### src/rtl/core/tsgd_pkg.sv
package tsgd_pkg;

    localparam int NUM_PADS     = 5;
    localparam int READING_BITS = 10;
    localparam int PAD_W        = 3;
    localparam int LEVEL_W      = 8;
    localparam int TIME_W       = 32;
    localparam int CFG_ADDR_W   = 5;
    localparam int CFG_DATA_W   = 32;
    localparam int REG_INDEX_W  = 3;

    localparam logic [READING_BITS-1:0] THRESHOLD_RESET = 10'd17;
    localparam logic [LEVEL_W-1:0]      LEVEL_STEP      = 8'd47;
    localparam logic [LEVEL_W-1:0]      LEVEL_RESET     = 8'd94;
    localparam logic [PAD_W-1:0]        LAST_PAD_RESET  = 3'd4;
    localparam logic [PAD_W-1:0]        PAD_NONE        = 3'd0;
    localparam logic [TIME_W-1:0]       TAP_RELEASE_MS  = 32'd50;
    localparam logic [TIME_W-1:0]       TAP_HOLD_MS     = 32'd500;

    // operation codes
    localparam logic OP_FRAME = 1'b0;
    localparam logic OP_HOST  = 1'b1;

    // register indexes (byte address = 4 * index)
    localparam logic [REG_INDEX_W-1:0] REG_BASELINE_PAD1   = 3'd0;
    localparam logic [REG_INDEX_W-1:0] REG_BASELINE_PAD2   = 3'd1;
    localparam logic [REG_INDEX_W-1:0] REG_BASELINE_PAD3   = 3'd2;
    localparam logic [REG_INDEX_W-1:0] REG_BASELINE_PAD4   = 3'd3;
    localparam logic [REG_INDEX_W-1:0] REG_BASELINE_PAD5   = 3'd4;
    localparam logic [REG_INDEX_W-1:0] REG_TOUCH_THRESHOLD = 3'd5;

    typedef logic [NUM_PADS-1:0][READING_BITS-1:0] baseline_t;

    typedef struct packed {
        logic                    operation;
        logic [READING_BITS-1:0] reading_pad1;
        logic [READING_BITS-1:0] reading_pad2;
        logic [READING_BITS-1:0] reading_pad3;
        logic [READING_BITS-1:0] reading_pad4;
        logic [READING_BITS-1:0] reading_pad5;
        logic [TIME_W-1:0]       now_ms;
        logic                    host_power;
        logic [LEVEL_W-1:0]      host_brightness;
    } in_word_t;

    typedef struct packed {
        logic               power_state;
        logic [LEVEL_W-1:0] brightness_level;
        logic [PAD_W-1:0]   touched_pad;
        logic               tap_seen;
        logic               slide_seen;
    } out_word_t;

    function automatic logic [LEVEL_W-1:0] level_for_pad(input logic [PAD_W-1:0] pad);
        logic [LEVEL_W+PAD_W-1:0] prod;
        prod = (LEVEL_W+PAD_W)'(pad) * (LEVEL_W+PAD_W)'(LEVEL_STEP);
        return prod[LEVEL_W-1:0];
    endfunction

endpackage

### src/rtl/core/tsgd_pad_select.sv
// Strongest pad over baseline; must strictly beat the threshold, ties to lower pad.
module tsgd_pad_select
(
    input  tsgd_pkg::in_word_t                     item,
    input  tsgd_pkg::baseline_t                    baseline,
    input  logic [tsgd_pkg::READING_BITS-1:0]      threshold,
    output logic [tsgd_pkg::PAD_W-1:0]             pad
);

    localparam int RISE_W = tsgd_pkg::READING_BITS + 1;

    logic [tsgd_pkg::NUM_PADS-1:0][tsgd_pkg::READING_BITS-1:0] reading;
    logic signed [RISE_W-1:0] rise [tsgd_pkg::NUM_PADS];
    logic signed [RISE_W-1:0] best;

    assign reading[0] = item.reading_pad1;
    assign reading[1] = item.reading_pad2;
    assign reading[2] = item.reading_pad3;
    assign reading[3] = item.reading_pad4;
    assign reading[4] = item.reading_pad5;

    always_comb
    begin
        for (int i = 0; i < tsgd_pkg::NUM_PADS; i++)
        begin
            rise[i] = $signed({1'b0, reading[i]}) - $signed({1'b0, baseline[i]});
        end
    end

    // five-step compare chain
    always_comb
    begin
        best = $signed({1'b0, threshold});
        pad  = tsgd_pkg::PAD_NONE;
        for (int i = 0; i < tsgd_pkg::NUM_PADS; i++)
        begin
            if (rise[i] > best)
            begin
                best = rise[i];
                pad  = tsgd_pkg::PAD_W'(i + 1);
            end
        end
    end

endmodule

### src/rtl/core/tsgd_history.sv
// Ring of past pads with a running sum; flags a rounded mean of zero.
module tsgd_history
#(
    parameter int HISTORY_DEPTH = 70
)
(
    input  logic                        clk,
    input  logic                        rst_n,
    input  logic                        step,
    input  logic [tsgd_pkg::PAD_W-1:0]  prev,
    output logic                        mean_zero
);

    localparam int PTR_W = (HISTORY_DEPTH > 1) ? $clog2(HISTORY_DEPTH) : 1;
    localparam int SUM_W = $clog2(5 * HISTORY_DEPTH + 1);

    logic [tsgd_pkg::PAD_W-1:0] mem [HISTORY_DEPTH];
    logic [tsgd_pkg::PAD_W-1:0] head_reg;
    logic [tsgd_pkg::PAD_W-1:0] head;
    logic [PTR_W-1:0]           ptr_reg;
    logic [PTR_W-1:0]           ptr_next;
    logic                       wrapped_reg;
    logic                       wrapped_next;
    logic [SUM_W-1:0]           sum_reg;
    logic [SUM_W-1:0]           sum_next;

    // entries are written in ring order, so the oldest one is real only after a wrap
    assign head         = wrapped_reg ? head_reg : '0;
    assign ptr_next     = (ptr_reg == PTR_W'(HISTORY_DEPTH - 1)) ? '0 : ptr_reg + 1'b1;
    assign wrapped_next = wrapped_reg | (ptr_reg == PTR_W'(HISTORY_DEPTH - 1));
    assign sum_next     = sum_reg - SUM_W'(head) + SUM_W'(prev);
    assign mean_zero    = {sum_next, 1'b0} < (SUM_W + 1)'(HISTORY_DEPTH);

    // write the new entry, prefetch the next oldest one
    always_ff @(posedge clk)
    begin
        if (step)
        begin
            mem[ptr_reg] <= prev;
            head_reg     <= (ptr_next == ptr_reg) ? prev : mem[ptr_next];
        end
    end

    always_ff @(posedge clk or negedge rst_n)
    begin
        if (!rst_n)
        begin
            ptr_reg     <= '0;
            wrapped_reg <= 1'b0;
            sum_reg     <= '0;
        end
        else if (step)
        begin
            ptr_reg     <= ptr_next;
            wrapped_reg <= wrapped_next;
            sum_reg     <= sum_next;
        end
    end

    a_ptr_range: assert property (@(posedge clk) disable iff (!rst_n)
        ptr_reg < PTR_W'(HISTORY_DEPTH))
        else $error("history pointer out of range");

    a_sum_bound: assert property (@(posedge clk) disable iff (!rst_n)
        sum_reg <= SUM_W'(5 * HISTORY_DEPTH))
        else $error("history sum exceeds bound");

    a_sum_fill: assert property (@(posedge clk) disable iff (!rst_n)
        !wrapped_reg |-> sum_reg <= SUM_W'(5) * SUM_W'(ptr_reg))
        else $error("history sum larger than entries written");

endmodule

### src/rtl/core/tsgd_gesture.sv
// Slide / tap recognition and lamp state.
module tsgd_gesture
(
    input  logic                        clk,
    input  logic                        rst_n,
    input  logic                        frame_step,
    input  logic                        host_step,
    input  tsgd_pkg::in_word_t          item,
    input  logic [tsgd_pkg::PAD_W-1:0]  pad,
    input  logic                        mean_zero,
    output logic [tsgd_pkg::PAD_W-1:0]  prev,
    output tsgd_pkg::out_word_t         result
);

    logic [tsgd_pkg::PAD_W-1:0]   last_pad_reg;
    logic                         tap_pending_reg;
    logic [tsgd_pkg::TIME_W-1:0]  tap_start_reg;
    logic                         lamp_on_reg;
    logic [tsgd_pkg::LEVEL_W-1:0] lamp_level_reg;

    logic                         slide;
    logic                         start;
    logic                         pending;
    logic                         tap;
    logic                         tap_pending_next;
    logic [tsgd_pkg::TIME_W-1:0]  tap_start_next;
    logic [tsgd_pkg::TIME_W-1:0]  elapsed;
    logic                         lamp_on_next;
    logic [tsgd_pkg::LEVEL_W-1:0] lamp_level_next;

    assign prev = last_pad_reg;

    assign slide = (last_pad_reg != tsgd_pkg::PAD_NONE) && (pad != tsgd_pkg::PAD_NONE)
                   && (last_pad_reg != pad);
    assign start = mean_zero && (pad != tsgd_pkg::PAD_NONE);

    // slide cancels a running timer; a fresh touch may restart it
    assign pending        = start | (tap_pending_reg & ~slide);
    assign tap_start_next = start ? item.now_ms : tap_start_reg;
    assign elapsed        = item.now_ms - tap_start_next;

    assign tap = pending
                 && (((pad == tsgd_pkg::PAD_NONE) && (elapsed > tsgd_pkg::TAP_RELEASE_MS))
                     || (elapsed > tsgd_pkg::TAP_HOLD_MS));
    assign tap_pending_next = pending & ~tap;

    assign lamp_on_next    = tap ? ~lamp_on_reg : (slide | lamp_on_reg);
    assign lamp_level_next = slide ? tsgd_pkg::level_for_pad(pad) : lamp_level_reg;

    always_comb
    begin
        if (item.operation == tsgd_pkg::OP_HOST)
        begin
            result.power_state      = item.host_power;
            result.brightness_level = item.host_brightness;
            result.touched_pad      = tsgd_pkg::PAD_NONE;
            result.tap_seen         = 1'b0;
            result.slide_seen       = 1'b0;
        end
        else
        begin
            result.power_state      = lamp_on_next;
            result.brightness_level = lamp_level_next;
            result.touched_pad      = pad;
            result.tap_seen         = tap;
            result.slide_seen       = slide;
        end
    end

    always_ff @(posedge clk or negedge rst_n)
    begin
        if (!rst_n)
        begin
            last_pad_reg    <= tsgd_pkg::LAST_PAD_RESET;
            tap_pending_reg <= 1'b0;
            tap_start_reg   <= '0;
            lamp_on_reg     <= 1'b1;
            lamp_level_reg  <= tsgd_pkg::LEVEL_RESET;
        end
        else if (frame_step)
        begin
            last_pad_reg    <= pad;
            tap_pending_reg <= tap_pending_next;
            tap_start_reg   <= tap_start_next;
            lamp_on_reg     <= lamp_on_next;
            lamp_level_reg  <= lamp_level_next;
        end
        else if (host_step)
        begin
            lamp_on_reg     <= item.host_power;
            lamp_level_reg  <= item.host_brightness;
        end
    end

endmodule

### src/rtl/core/touch_strip_gesture_detector.sv
// Touch strip gesture detector. Each input word is either a sensor frame (five
// pad readings plus a millisecond time) or a host write of lamp power and
// brightness; every word yields exactly one result word carrying the lamp state
// after it, the pad touched on that frame and tap/slide flags. A word is latched
// in an input register, processed in a single pass of short logic (baseline
// subtract and five-way compare, history ring update with a running sum, tap
// timer) and lands in an output register, so the block sustains one word per
// clock while the output is not stalled: out_valid rises once the result is
// registered in the output register, and a new word is taken every cycle
// unless the output register is full and stalled. The pad history ring is a
// HISTORY_DEPTH-entry memory read one entry ahead of the write pointer; it
// needs no clearing pass after reset. Baselines and threshold are written over
// the APB port at byte address 4*index and should be changed only while no
// word is in flight.
module touch_strip_gesture_detector
#(
    parameter int HISTORY_DEPTH = 70
)
(
    input  logic                              clk,
    input  logic                              rst_n,

    input  logic                              in_valid,
    output logic                              in_ready,
    input  tsgd_pkg::in_word_t                in_word,

    output logic                              out_valid,
    input  logic                              out_ready,
    output tsgd_pkg::out_word_t               out_word,

    input  logic                              psel,
    input  logic                              penable,
    input  logic                              pwrite,
    input  logic [tsgd_pkg::CFG_ADDR_W-1:0]   paddr,
    input  logic [tsgd_pkg::CFG_DATA_W-1:0]   pwdata,
    output logic [tsgd_pkg::CFG_DATA_W-1:0]   prdata,
    output logic                              pready
);

    // ---------------------------------------------------------------
    // configuration registers
    // ---------------------------------------------------------------
    tsgd_pkg::baseline_t                   baseline_reg;
    logic [tsgd_pkg::READING_BITS-1:0]     threshold_reg;
    logic [tsgd_pkg::REG_INDEX_W-1:0]      reg_index;
    logic                                  cfg_write;

    assign pready    = 1'b1;
    assign reg_index = paddr[tsgd_pkg::CFG_ADDR_W-1:2];
    assign cfg_write = psel & penable & pwrite;

    always_ff @(posedge clk or negedge rst_n)
    begin
        if (!rst_n)
        begin
            baseline_reg  <= '0;
            threshold_reg <= tsgd_pkg::THRESHOLD_RESET;
        end
        else if (cfg_write)
        begin
            unique case (reg_index) inside
                tsgd_pkg::REG_BASELINE_PAD1, tsgd_pkg::REG_BASELINE_PAD2,
                tsgd_pkg::REG_BASELINE_PAD3, tsgd_pkg::REG_BASELINE_PAD4,
                tsgd_pkg::REG_BASELINE_PAD5:
                    baseline_reg[reg_index] <= pwdata[tsgd_pkg::READING_BITS-1:0];
                tsgd_pkg::REG_TOUCH_THRESHOLD:
                    threshold_reg <= pwdata[tsgd_pkg::READING_BITS-1:0];
                default:
                    ; // unmapped: write dropped
            endcase
        end
    end

    always_comb
    begin
        unique case (reg_index) inside
            tsgd_pkg::REG_BASELINE_PAD1, tsgd_pkg::REG_BASELINE_PAD2,
            tsgd_pkg::REG_BASELINE_PAD3, tsgd_pkg::REG_BASELINE_PAD4,
            tsgd_pkg::REG_BASELINE_PAD5:
                prdata = tsgd_pkg::CFG_DATA_W'(baseline_reg[reg_index]);
            tsgd_pkg::REG_TOUCH_THRESHOLD:
                prdata = tsgd_pkg::CFG_DATA_W'(threshold_reg);
            default:
                prdata = '0;
        endcase
    end

    // ---------------------------------------------------------------
    // input register -> single-pass logic -> output register
    // ---------------------------------------------------------------
    tsgd_pkg::in_word_t   in_word_reg;
    logic                 in_valid_reg;
    tsgd_pkg::out_word_t  out_word_reg;
    logic                 out_valid_reg;
    logic                 advance;
    logic                 frame_step;
    logic                 host_step;

    // the input stage moves on whenever the output register is free or draining
    assign advance    = in_valid_reg & (~out_valid_reg | out_ready);
    assign in_ready   = ~in_valid_reg | advance;
    assign frame_step = advance & (in_word_reg.operation == tsgd_pkg::OP_FRAME);
    assign host_step  = advance & (in_word_reg.operation == tsgd_pkg::OP_HOST);

    always_ff @(posedge clk or negedge rst_n)
    begin
        if (!rst_n)
        begin
            in_valid_reg <= 1'b0;
        end
        else if (in_ready)
        begin
            in_valid_reg <= in_valid;
        end
    end

    always_ff @(posedge clk)
    begin
        if (in_valid && in_ready)
        begin
            in_word_reg <= in_word;
        end
    end

    logic [tsgd_pkg::PAD_W-1:0] pad;
    logic [tsgd_pkg::PAD_W-1:0] prev;
    logic                       mean_zero;
    tsgd_pkg::out_word_t        result;

    tsgd_pad_select u_pad_select
    (
        .item      (in_word_reg),
        .baseline  (baseline_reg),
        .threshold (threshold_reg),
        .pad       (pad)
    );

    tsgd_history
    #(
        .HISTORY_DEPTH (HISTORY_DEPTH)
    )
    u_history
    (
        .clk       (clk),
        .rst_n     (rst_n),
        .step      (frame_step),
        .prev      (prev),
        .mean_zero (mean_zero)
    );

    tsgd_gesture u_gesture
    (
        .clk        (clk),
        .rst_n      (rst_n),
        .frame_step (frame_step),
        .host_step  (host_step),
        .item       (in_word_reg),
        .pad        (pad),
        .mean_zero  (mean_zero),
        .prev       (prev),
        .result     (result)
    );

    always_ff @(posedge clk or negedge rst_n)
    begin
        if (!rst_n)
        begin
            out_valid_reg <= 1'b0;
        end
        else if (advance)
        begin
            out_valid_reg <= 1'b1;
        end
        else if (out_ready)
        begin
            out_valid_reg <= 1'b0;
        end
    end

    always_ff @(posedge clk)
    begin
        if (advance)
        begin
            out_word_reg <= result;
        end
    end

    assign out_valid = out_valid_reg;
    assign out_word  = out_word_reg;

    // ---------------------------------------------------------------
    // checks
    // ---------------------------------------------------------------
    a_stall_blocks_input: assert property (@(posedge clk) disable iff (!rst_n)
        (in_valid_reg && out_valid_reg && !out_ready) |-> !in_ready)
        else $error("input taken while both stages are full");

    a_host_result_clear: assert property (@(posedge clk) disable iff (!rst_n)
        host_step |=> (out_word.touched_pad == tsgd_pkg::PAD_NONE)
                      && !out_word.tap_seen && !out_word.slide_seen)
        else $error("host write result carries gesture fields");

    a_slide_powers_on: assert property (@(posedge clk) disable iff (!rst_n)
        (out_valid && out_word.slide_seen && !out_word.tap_seen)
            |-> out_word.power_state && (out_word.touched_pad != tsgd_pkg::PAD_NONE))
        else $error("slide without touched pad or power");

endmodule

### config.mk
export PLATFORM = sky130hd
export DESIGN_NAME = touch_strip_gesture_detector
export DESIGN_NICKNAME = d
export VERILOG_FILES = /design/src/rtl/core/tsgd_pkg.sv /design/src/rtl/core/tsgd_pad_select.sv /design/src/rtl/core/tsgd_history.sv /design/src/rtl/core/tsgd_gesture.sv /design/src/rtl/core/touch_strip_gesture_detector.sv
export SDC_FILE = /design/constraint.sdc
export NUM_CORES = 1
export LEC_CHECK = 0
export BUFFER_PORTS_ARGS = -buffer_cell sky130_fd_sc_hd__clkbuf_2
export CAP_MARGIN = 20
export CORE_MARGIN = 3
export CORE_UTILIZATION = 50
export CTS_CLUSTER_DIAMETER = 200
export CTS_CLUSTER_SIZE = 12
export DETAILED_ROUTE_END_ITERATION = 8
export PLACE_DENSITY_LB_ADDON = 0.1
export SYNTH_ARGS = -nofsm -noshare
export SYNTH_HDL_FRONTEND = slang
export SYNTH_SLANG_ARGS = --single-unit
### constraint.sdc
create_clock -name clk -period 23 [get_ports clk]
set_input_delay 2.3 -clock clk [delete_from_list [all_inputs] [get_ports clk]]
set_output_delay 2.3 -clock clk [all_outputs]
set_load 0.01 [all_outputs]
======== After elaboration in Yosys (flattened, before gate mapping) ========
Memory sizes are Yosys's and may differ from the RTL's. A register that Yosys moved wholly into a read port is not among the register bits.
Cells that the tools add are included.
word-level totals
  output and inout port bits .............. 49
  memories ................................ 1
  RAM bits ................................ 210
  input port bits ......................... 136
  register bits ........................... 230
memory list
  name           depth  width  rd ports  clocked after Yosys merged registers in  wr ports  RTL line            RTL
  u_history.mem  70     3      1         1                                        1         tsgd_history.sv:17  logic [tsgd_pkg::PAD_W-1:0] mem [HISTORY_DEPTH];
operators by class
  bitwise logic cells ..................... 18
  add/subtract/negate cells ............... 9
  equal/unequal tests ..................... 7
  reduce and logical (&&, ||, !) cells .... 17
  magnitude comparators ................... 10
  mux-type cells .......................... 29
  $mul .................................... 1
operator list
  cell                 number
  $gt 11x11->1         5
  $sub 10x10->11       5
  $bwmux 50            1
  $mux 11              4
  $gt 32x6->1 const B  1
  $gt 32x9->1 const B  1
  $mux 32              1
  $sub 32x32->32       1
  $bmux 10 s3          1
  $demux 10 s3         1
  $mux 8               3
  $mux 10              2
  $pmux 10 s2          1
  $mux 14              1
  $lt 10x7->1 const B  1
  $add 9x3->9          1
  $mux 3               3
  $sub 9x3->9          1
  $mul 3x6->8 const B  1
  $mux 1               8
  $add 7x1->7 const B  1
  $and 1x1->1          7
  $eq 7x7->1 const B   1
  $logic_and 1x1->1    7
  other kinds (16)     32

======== Logic depth before layout (Yosys ltp) ========
Gate-level depths: netlist of run 1.
  depth in word-level cells ............... 21
  depth in mapped cells ................... 79
  mapped depth without buffers ............ 74

======== Hierarchy ========
A second synthesis of run 1 with hierarchy kept.
second synthesis, totals
  cells, all modules ...................... 2,225
  area total of the unflattened synthesis .. 25,513.2 µm²
modules (own cells, without submodules)
  module                        seq. area each (µm²)  area an instance (µm²)  times used  cells each
  tsgd_history                  6,821.5               10,207.3                1           720
  touch_strip_gesture_detector  4,737.0               6,271.0                 1           333
  tsgd_gesture                  1,134.8               4,919.7                 1           602
  tsgd_pad_select               0.0                   4,115.2                 1           570

======== Worst setup path after synthesis of run 1 ========
No wires, ideal clock.
  path kind ............................... flip-flop to flip-flop
  start point ............................. register baseline_reg[1] (netlist bit)
  end point ............................... register out_word_reg (netlist bit out_word[13]), data pin
  setup time .............................. 0.277 ns
  stages on the path, launching flop included .. 75
  path buffers ............................ 6
  data required time ...................... 22.723 ns
  arrival time ............................ 15.938 ns
  slack ................................... 6.786 ns
  path through ............................ dfrtp_1 inv_1 ha_1 nor2b_1 o31a_1 o311a_1 o21ai_0 nand2b_1 a21o_1 a21oi_1 xnor2_1 ha_1 a211oi_1 nand2_1 o311a_1 nand2_1 buf_1 mux2i_1 (+39 left out) clkbuf_1 mux2i_1 ha_1 nor2b_1 o21a_1 o211ai_1 a31oi_1 o311ai_0 o311a_1 a2111o_1 a2111oi_2 a211oi_1 mux2_1 nand4b_1 nor4_2 or3b_1 o21ai_1 a221oi_1
RTL lines
  item                               RTL line                             RTL
  from (decl)                        touch_strip_gesture_detector.sv:43   tsgd_pkg::baseline_t baseline_reg;
  from (signal, indexed assignment)  touch_strip_gesture_detector.sv:65   baseline_reg[reg_index] <= pwdata[tsgd_pkg::READING_BITS-1:0];
  to (signal assigned)               touch_strip_gesture_detector.sv:184  out_word_reg <= result;
  to (decl)                          touch_strip_gesture_detector.sv:93   tsgd_pkg::out_word_t out_word_reg;

==> results of run 1 <==
[cells by family after synthesis]
kind of cell,share of synthesized area
buffers and inverters,0.0457
flip-flops,0.513
adder cells (fa/ha/maj),0.0856
AND/OR/NAND/NOR,0.121
XOR/XNOR,0.0251
multiplexers,0.0577
AO/OA/AOI/OAI,0.151
other,0.000304
[per-stage QoR]
| step | cell area [sq um] | std cells |
|---|---|---|
| 2_1_floorplan | 24800 | 2294 |
| 3_3_place_gp | 26000 | 2986 |
| 3_5_place_dp | 26000 | 2986 |
| 4_1_cts | 27200 | 3063 |
| 5_1_grt | 27200 | 3064 |
| 6_report | 27200 | 3065 |
[worst register-to-register path: cells and delay by family, from the launching register on]
family          cells  cell delay (ps)
xor+xnor            1              190
mux                 4             1490
fa+ha+maj           8             2400
buf+inv             5             1130
compound gates     29             7770
flops               1              400
simple gates       20             4640
[layout by cell type (no fill, tap or decap), types with 42 or more instances in the layout]
cell	netlist	routed
edfxtp_1	319	319
nand2_1	239	239
o21ai_0	169	168
inv_1	152	152
ha_1	150	150
clkbuf_2	0	136
nor2_1	137	135
dfrtp_1	115	112
a21oi_1	89	89
mux2i_1	68	68
nor3_1	48	47
a211oi_1	42	42
clkbuf_16	0	42
[routing by layer]
metal | global-route usage | wire, um | up-vias
met3 | 0.0297 | 2990 | 112
met4 | 0.0793 | 1950 | 0
met1 | 0.311 | 26800 | 8563
met5 | 0 | 0 | -
li1 | - | - | 8535
met2 | 0.386 | 29000 | 456
[final cells by class]
type / instances / area [sq um] / area share
inverter: 152 / 571 / 0.0210
sequential: 443 / 12700 / 0.466
antenna: 1 / 2.50 / 0.0000919
multi-input combinational: 1576 / 11000 / 0.406
tap: 656 / 821 / 0.0302
clock inverter: 2 / 36.3 / 0.00133
clock buffer: 75 / 1170 / 0.0432
timing repair buffer: 160 / 877 / 0.0322
[path summary, 6_finish.rpt]
kind,start,end,cells past startpoint,slack (ps)
max,baseline_reg[1],out_word[13],67,4820
min,u_gesture.tap_start_reg[12],u_gesture.tap_start_reg[12],2,480
max reg2reg,baseline_reg[1],out_word[13],67,4820
min reg2reg,u_gesture.tap_start_reg[12],u_gesture.tap_start_reg[12],2,480
max in group asynchronous,rst_n,u_history.ptr_reg[0],2,19890
min in group asynchronous,rst_n,baseline_reg[38],1,1690
==> summary.md, run 1 <==
| Metric | Value |
|---|---|
| Status | complete, no violations |
| Synth unique cells | between 80 and 90 |
| Vias in the first global route | between 15k and 20k |
| Max cap viols | 0 |
| DRC errors left | 0 |
| Setup Total Neg Slack | 0 ps |
| Drt via density | around 5.8 |
| Nets | 2673 |
| Tot GR Track Use | 0.230 |
| Yosys top cell area share | 0.387 |
| Fin crit share | 0.790 |
| Longest Clk Path Bufs | 3 |
| CP dominant cell by count | ha_1 |
| Achievable Freq | 0.0550 GHz |
| Slew headroom | 0.349 |
| Post-CTS Setup Inserts | 0 |
| Initial antenna violation count | 1 |
| Via Count | 17.7k |
| Final Slew Violations | 0 |
| Cell count after synthesis | 2272 |
| Root Buffer | clkbuf_16 |
| Post-CTS Resized | 0 |
| RSZ-0062 raised after global routing | no |
| Hold Path Class | flip-flop to flip-flop |
| Per-cell routed wire length | 19.8 um |
| Final setup violation count | 0 |
| Mapped Area | 0.0247 sq mm |
| Die X | 228 um |
| Crit Path Max Fanout | 23 |
| # H-tree levels | 2 |
| Starting Density | 0.512 |
| TritonCTS clock tree | yes |
| Yosys Warn Count | 0 |
| Ys async rst share | 0.280 |
| Synth area leaders | edfxtp_1 39%, dfrtp_1 12%, ha_1 7.6%, nand2_1 3.6%, o21ai_0 3.4% |
| Worst path top cell family by delay | compound AO/OA/AOI/OAI gates |
| # fillers | 4178 |
| Primary FF master, synth | edfxtp_1 |
| 1st-iter DRT viols | 1388 |
| Largest area contributor in the netlist | edfxtp_1 |
| Share of post-route cells with drive strength above 1 | 0.123 |
| Final HPWL DP | 43.3 mm |
| Final setup margin | 4820 ps |
| Core region area | 0.0483 sq mm |
| Worst setup path class | flip-flop to flip-flop |
| Die ar. | approximately 0.052 sq mm |
| Clock net sink count | 443 |
| Number of synthesized flops with an enable pin | 319 |
| Worst Max-Slew Pin Slew | 977 ps |
| Avg Inst Size Synth | 10.9 sq um |
| Setup Skew | about 24 ps |
| CP arrival | 18560 ps |
| Flops & latches, synth | 443 |
| Ports | between 150 and 200 |
| RD Place Congestion | about 0.89 |
| CTS buffer count | 42 |
| Port-buffer cells | roughly 140 |
| Number of routed nets with antenna violations | 0 |
| Sequential area share after synthesis | 0.513 |
| First-pass GRT wire length | 95.4 mm |
| Hold WS | 481 ps |
| Top-count cell post-synth | edfxtp_1 |
| Final WL | between 60 and 70 mm |
| Pre-CTS WS | 5060 ps |
| Largest net degree at the start of global routing | 75 |
| Layout area overhead | 10.0% |
| Die Y | 228 um |
| Row cnt | 80 |
| CTS Hold Bufs | 0 |
| Core Util, Final | 0.563 |
| GRT Residual Overflow | 0 |
| Initial DRT Pass Iterations | 5 |
| Worst path required time | 23380 ps |
| Min Tclk post-route | approximately 18000 ps |
| CP peak stage delay | 730 ps |
| Critical Path Sink Type | flip-flop |
| CP max-delay cell | a221oi_4 |
| Worst-Skew Late Latency | 590 ps |
| Post-synth top cells | 319 x edfxtp_1, 239 x nand2_1, 169 x o21ai_0 |
| CTS clk-pin slew, worst paths | ~60 ps |
| Startpoint type of the worst setup path | flip-flop |
| Final Hold Viols | 0 |
| Worst Path Buf+Inv | 5 |
| Max reg flops | 210 |
Power of run 1 is not shown: default switching activity piles up to over one toggle a cycle in this logic, so the estimate is an artifact.
==> run 2, diff against run 1 <==
clock period = 16.1 ns   (was 23 ns; I/O delays follow)
==> run 2 against run 1 <==
Routed wire length grew 2.4%. Die area is the same. Global-route usage grew 0.47 points. Sequential share of layout area shrank 0.89 points. Highest routed layer unchanged. Register-to-register slack lost 4000 ps. Fmax grew 19%. Via count grew 0.65%. Cell area grew 1.9%. First-iteration DRC count shrank 12%. Worst hold slack lost 1.9 ps. Clock skew shrank 9.3 ps.
==> summary.md, run 2 (synthesis gave the netlist of run 1 again) <==
| Metric | Value |
|---|---|
| Status | complete, no violations |
| Pre-CTS WS | -185 ps |
| GRT Residual Overflow | 0 |
| Startpoint type of the worst setup path | flip-flop |
| Final setup margin | a little over 800 ps |
| Final HPWL DP | 44.7 mm |
| DRC errors left | 0 |
| Setup Skew | between 10 and 15 ps |
| CP arrival | 15580 ps |
| Vias in the first global route | between 15k and 20k |
| Port-buffer cells | about 140 |
| Share of post-route cells with drive strength above 1 | 0.149 |
| Drt via density | 5.73 |
| Root Buffer | clkbuf_16 |
| CTS Hold Bufs | 0 |
| Nets | ~2.7k |
| Critical hold path startpoint | u_gesture.tap_start_reg[22] |
| 1st-iter DRT viols | roughly 1.2k |
| CP max-delay cell | a2111o_1 |
| # fillers | 4157 |
| Crit Path Max Fanout | 12 |
| Initial antenna violation count | 0 |
| Row cnt | 80 |
| Core region area | 0.0483 sq mm |
| Via Count | 17.8k |
| Max reg flops | 210 |
| Reg2Reg Depth | 69 |
| Slew headroom | 0.267 |
| Starting Density | 0.512 |
| Fin crit share | 0.950 |
| Die Y | 228 um |
| Hold depth | 2 |
| Register area | around 0.013 sq mm |
| R2R Setup Slk | 800 ps |
| First-pass GRT wire length | between 90 and 100 mm |
| Initial DRT Pass Iterations | 7 |
| Worst Max-Slew Pin Slew | between 1000 and 1500 ps |
| Hold WS | 479 ps |
| Clock net sink count | ~440 |
| CTS buffer count | 42 |
| Placed insts | approximately 3k |
| TritonCTS clock tree | yes |
| Layout area overhead | 12.2% |
| Hold Path Class | flip-flop to flip-flop |
| Ports | approximately 190 |
| Critical Path Sink Type | flip-flop |
| Final Instance Count excl. Fillers | 3105 |
| CTS clk-pin slew, worst paths | 60 ps |
| Tot GR Track Use | 0.235 |
| WHS Endpoint | u_gesture.tap_start_reg[22] |
| Achievable Freq | between 0.06 and 0.07 GHz |
| Commonest non-fill, non-tap cells in the layout | 319 x edfxtp_1, 237 x nand2_1, 167 x o21ai_0 |
| Longest Clk Path Bufs | 3 |
| Per-cell routed wire length | 20.0 um |
| Number of routed nets with antenna violations | 0 |
| Min Tclk post-route | 15300 ps |
| Final setup violation count | 0 |
| N_diodes | 0 |
| Worst-Skew Late Latency | about 570 ps |
| Reg-to-reg startpoint | baseline_reg[1] |
| CP peak stage delay | 450 ps |
| Die ar. | 0.0522 sq mm |
| CP dominant cell by count | ha_1 |
| Worst setup path class | flip-flop to flip-flop |
| # H-tree levels | 2 |
| Final WL | approximately 62 mm |
| RD Place Congestion | 0.888 |
| Commonest non-fill, non-tap cell in the layout | edfxtp_1 |
| Largest net degree at the start of global routing | 103 |
| Die X | 228 um |
| Final Slew Violations | 0 |
| Final Hold Viols | 0 |
| Max cap viols | 0 |
| Area of the multi-input gates | 0.0113 sq mm |
| Worst R2R End | out_word[13] |
| Worst path required time | 16390 ps |
==> run 2: cell count changes in the layout (fill, tap and decap cells not counted), sizes merged <==
| cell | change |
|---|---|
| nand2 | +1 |
| buf | +40 |
| diode | -1 |
==> run 2: repair_timing <==
item / in CTS / in global routing
buffers inserted: 0 / 13
endpoints found under the hold margin: 0 / 0
gates cloned: 0 / 2
gates resized for setup: 3 / 39
endpoints found under the setup margin: 3 / 4
pin swaps: 1 / 7
==> run 2: through the flow <==
stage               TNS [ps]  area, sq um   util
floorplan                  0        24800      -
global placement           0        26200  0.542
detailed placement      -187        26200  0.542
CTS                        0        27400  0.567
global route           -18.7        27800  0.574
finish                     0        27800  0.574
==> run 2: critical path: cells and delay by family (launching register included) <==
| kind | cells | cell delay, ps |
|---|---|---|
| DFF | 1 | 400 |
| and+or+nand+nor | 24 | 3620 |
| xor gates and xnor gates | 1 | 200 |
| AOI/OAI and AO/OA | 23 | 6000 |
| buffers and inverters | 8 | 1120 |
| adders and majority gates | 8 | 2190 |
| muxes | 5 | 1470 |
==> run 2: worst max-delay path by stage <==
stage | start | endpoint
after CTS | baseline_reg[1] | out_word[13]
final | baseline_reg[1] | out_word[13]
after global placement | baseline_reg[1] | out_word[13]
after detailed placement | baseline_reg[1] | out_word[13]
after global routing | baseline_reg[1] | out_word[13]
after floorplan | baseline_reg[1] | out_word[13]
==> run 2: area by class of cell <==
type | count | share of cell area
inverters | 152 | 0.0206
multi-input cells | 1577 | 0.406
repair buffers | 200 | 0.0431
well taps | 656 | 0.0296
clock inverters | 2 | 0.00131
flip-flops and latches | 443 | 0.458
clock buffers | 75 | 0.0423
==> run 2: per-layer routing <==
layer  global-route usage  share of wire  vias to the layer above
met5                    0              0                        -
met1                0.318           0.44                     8688
met2                0.399           0.49                      378
met3               0.0273          0.042                       92
li1                     -              -                     8622
met4               0.0734          0.029                        0
Power of run 2 is left out for the same reason.
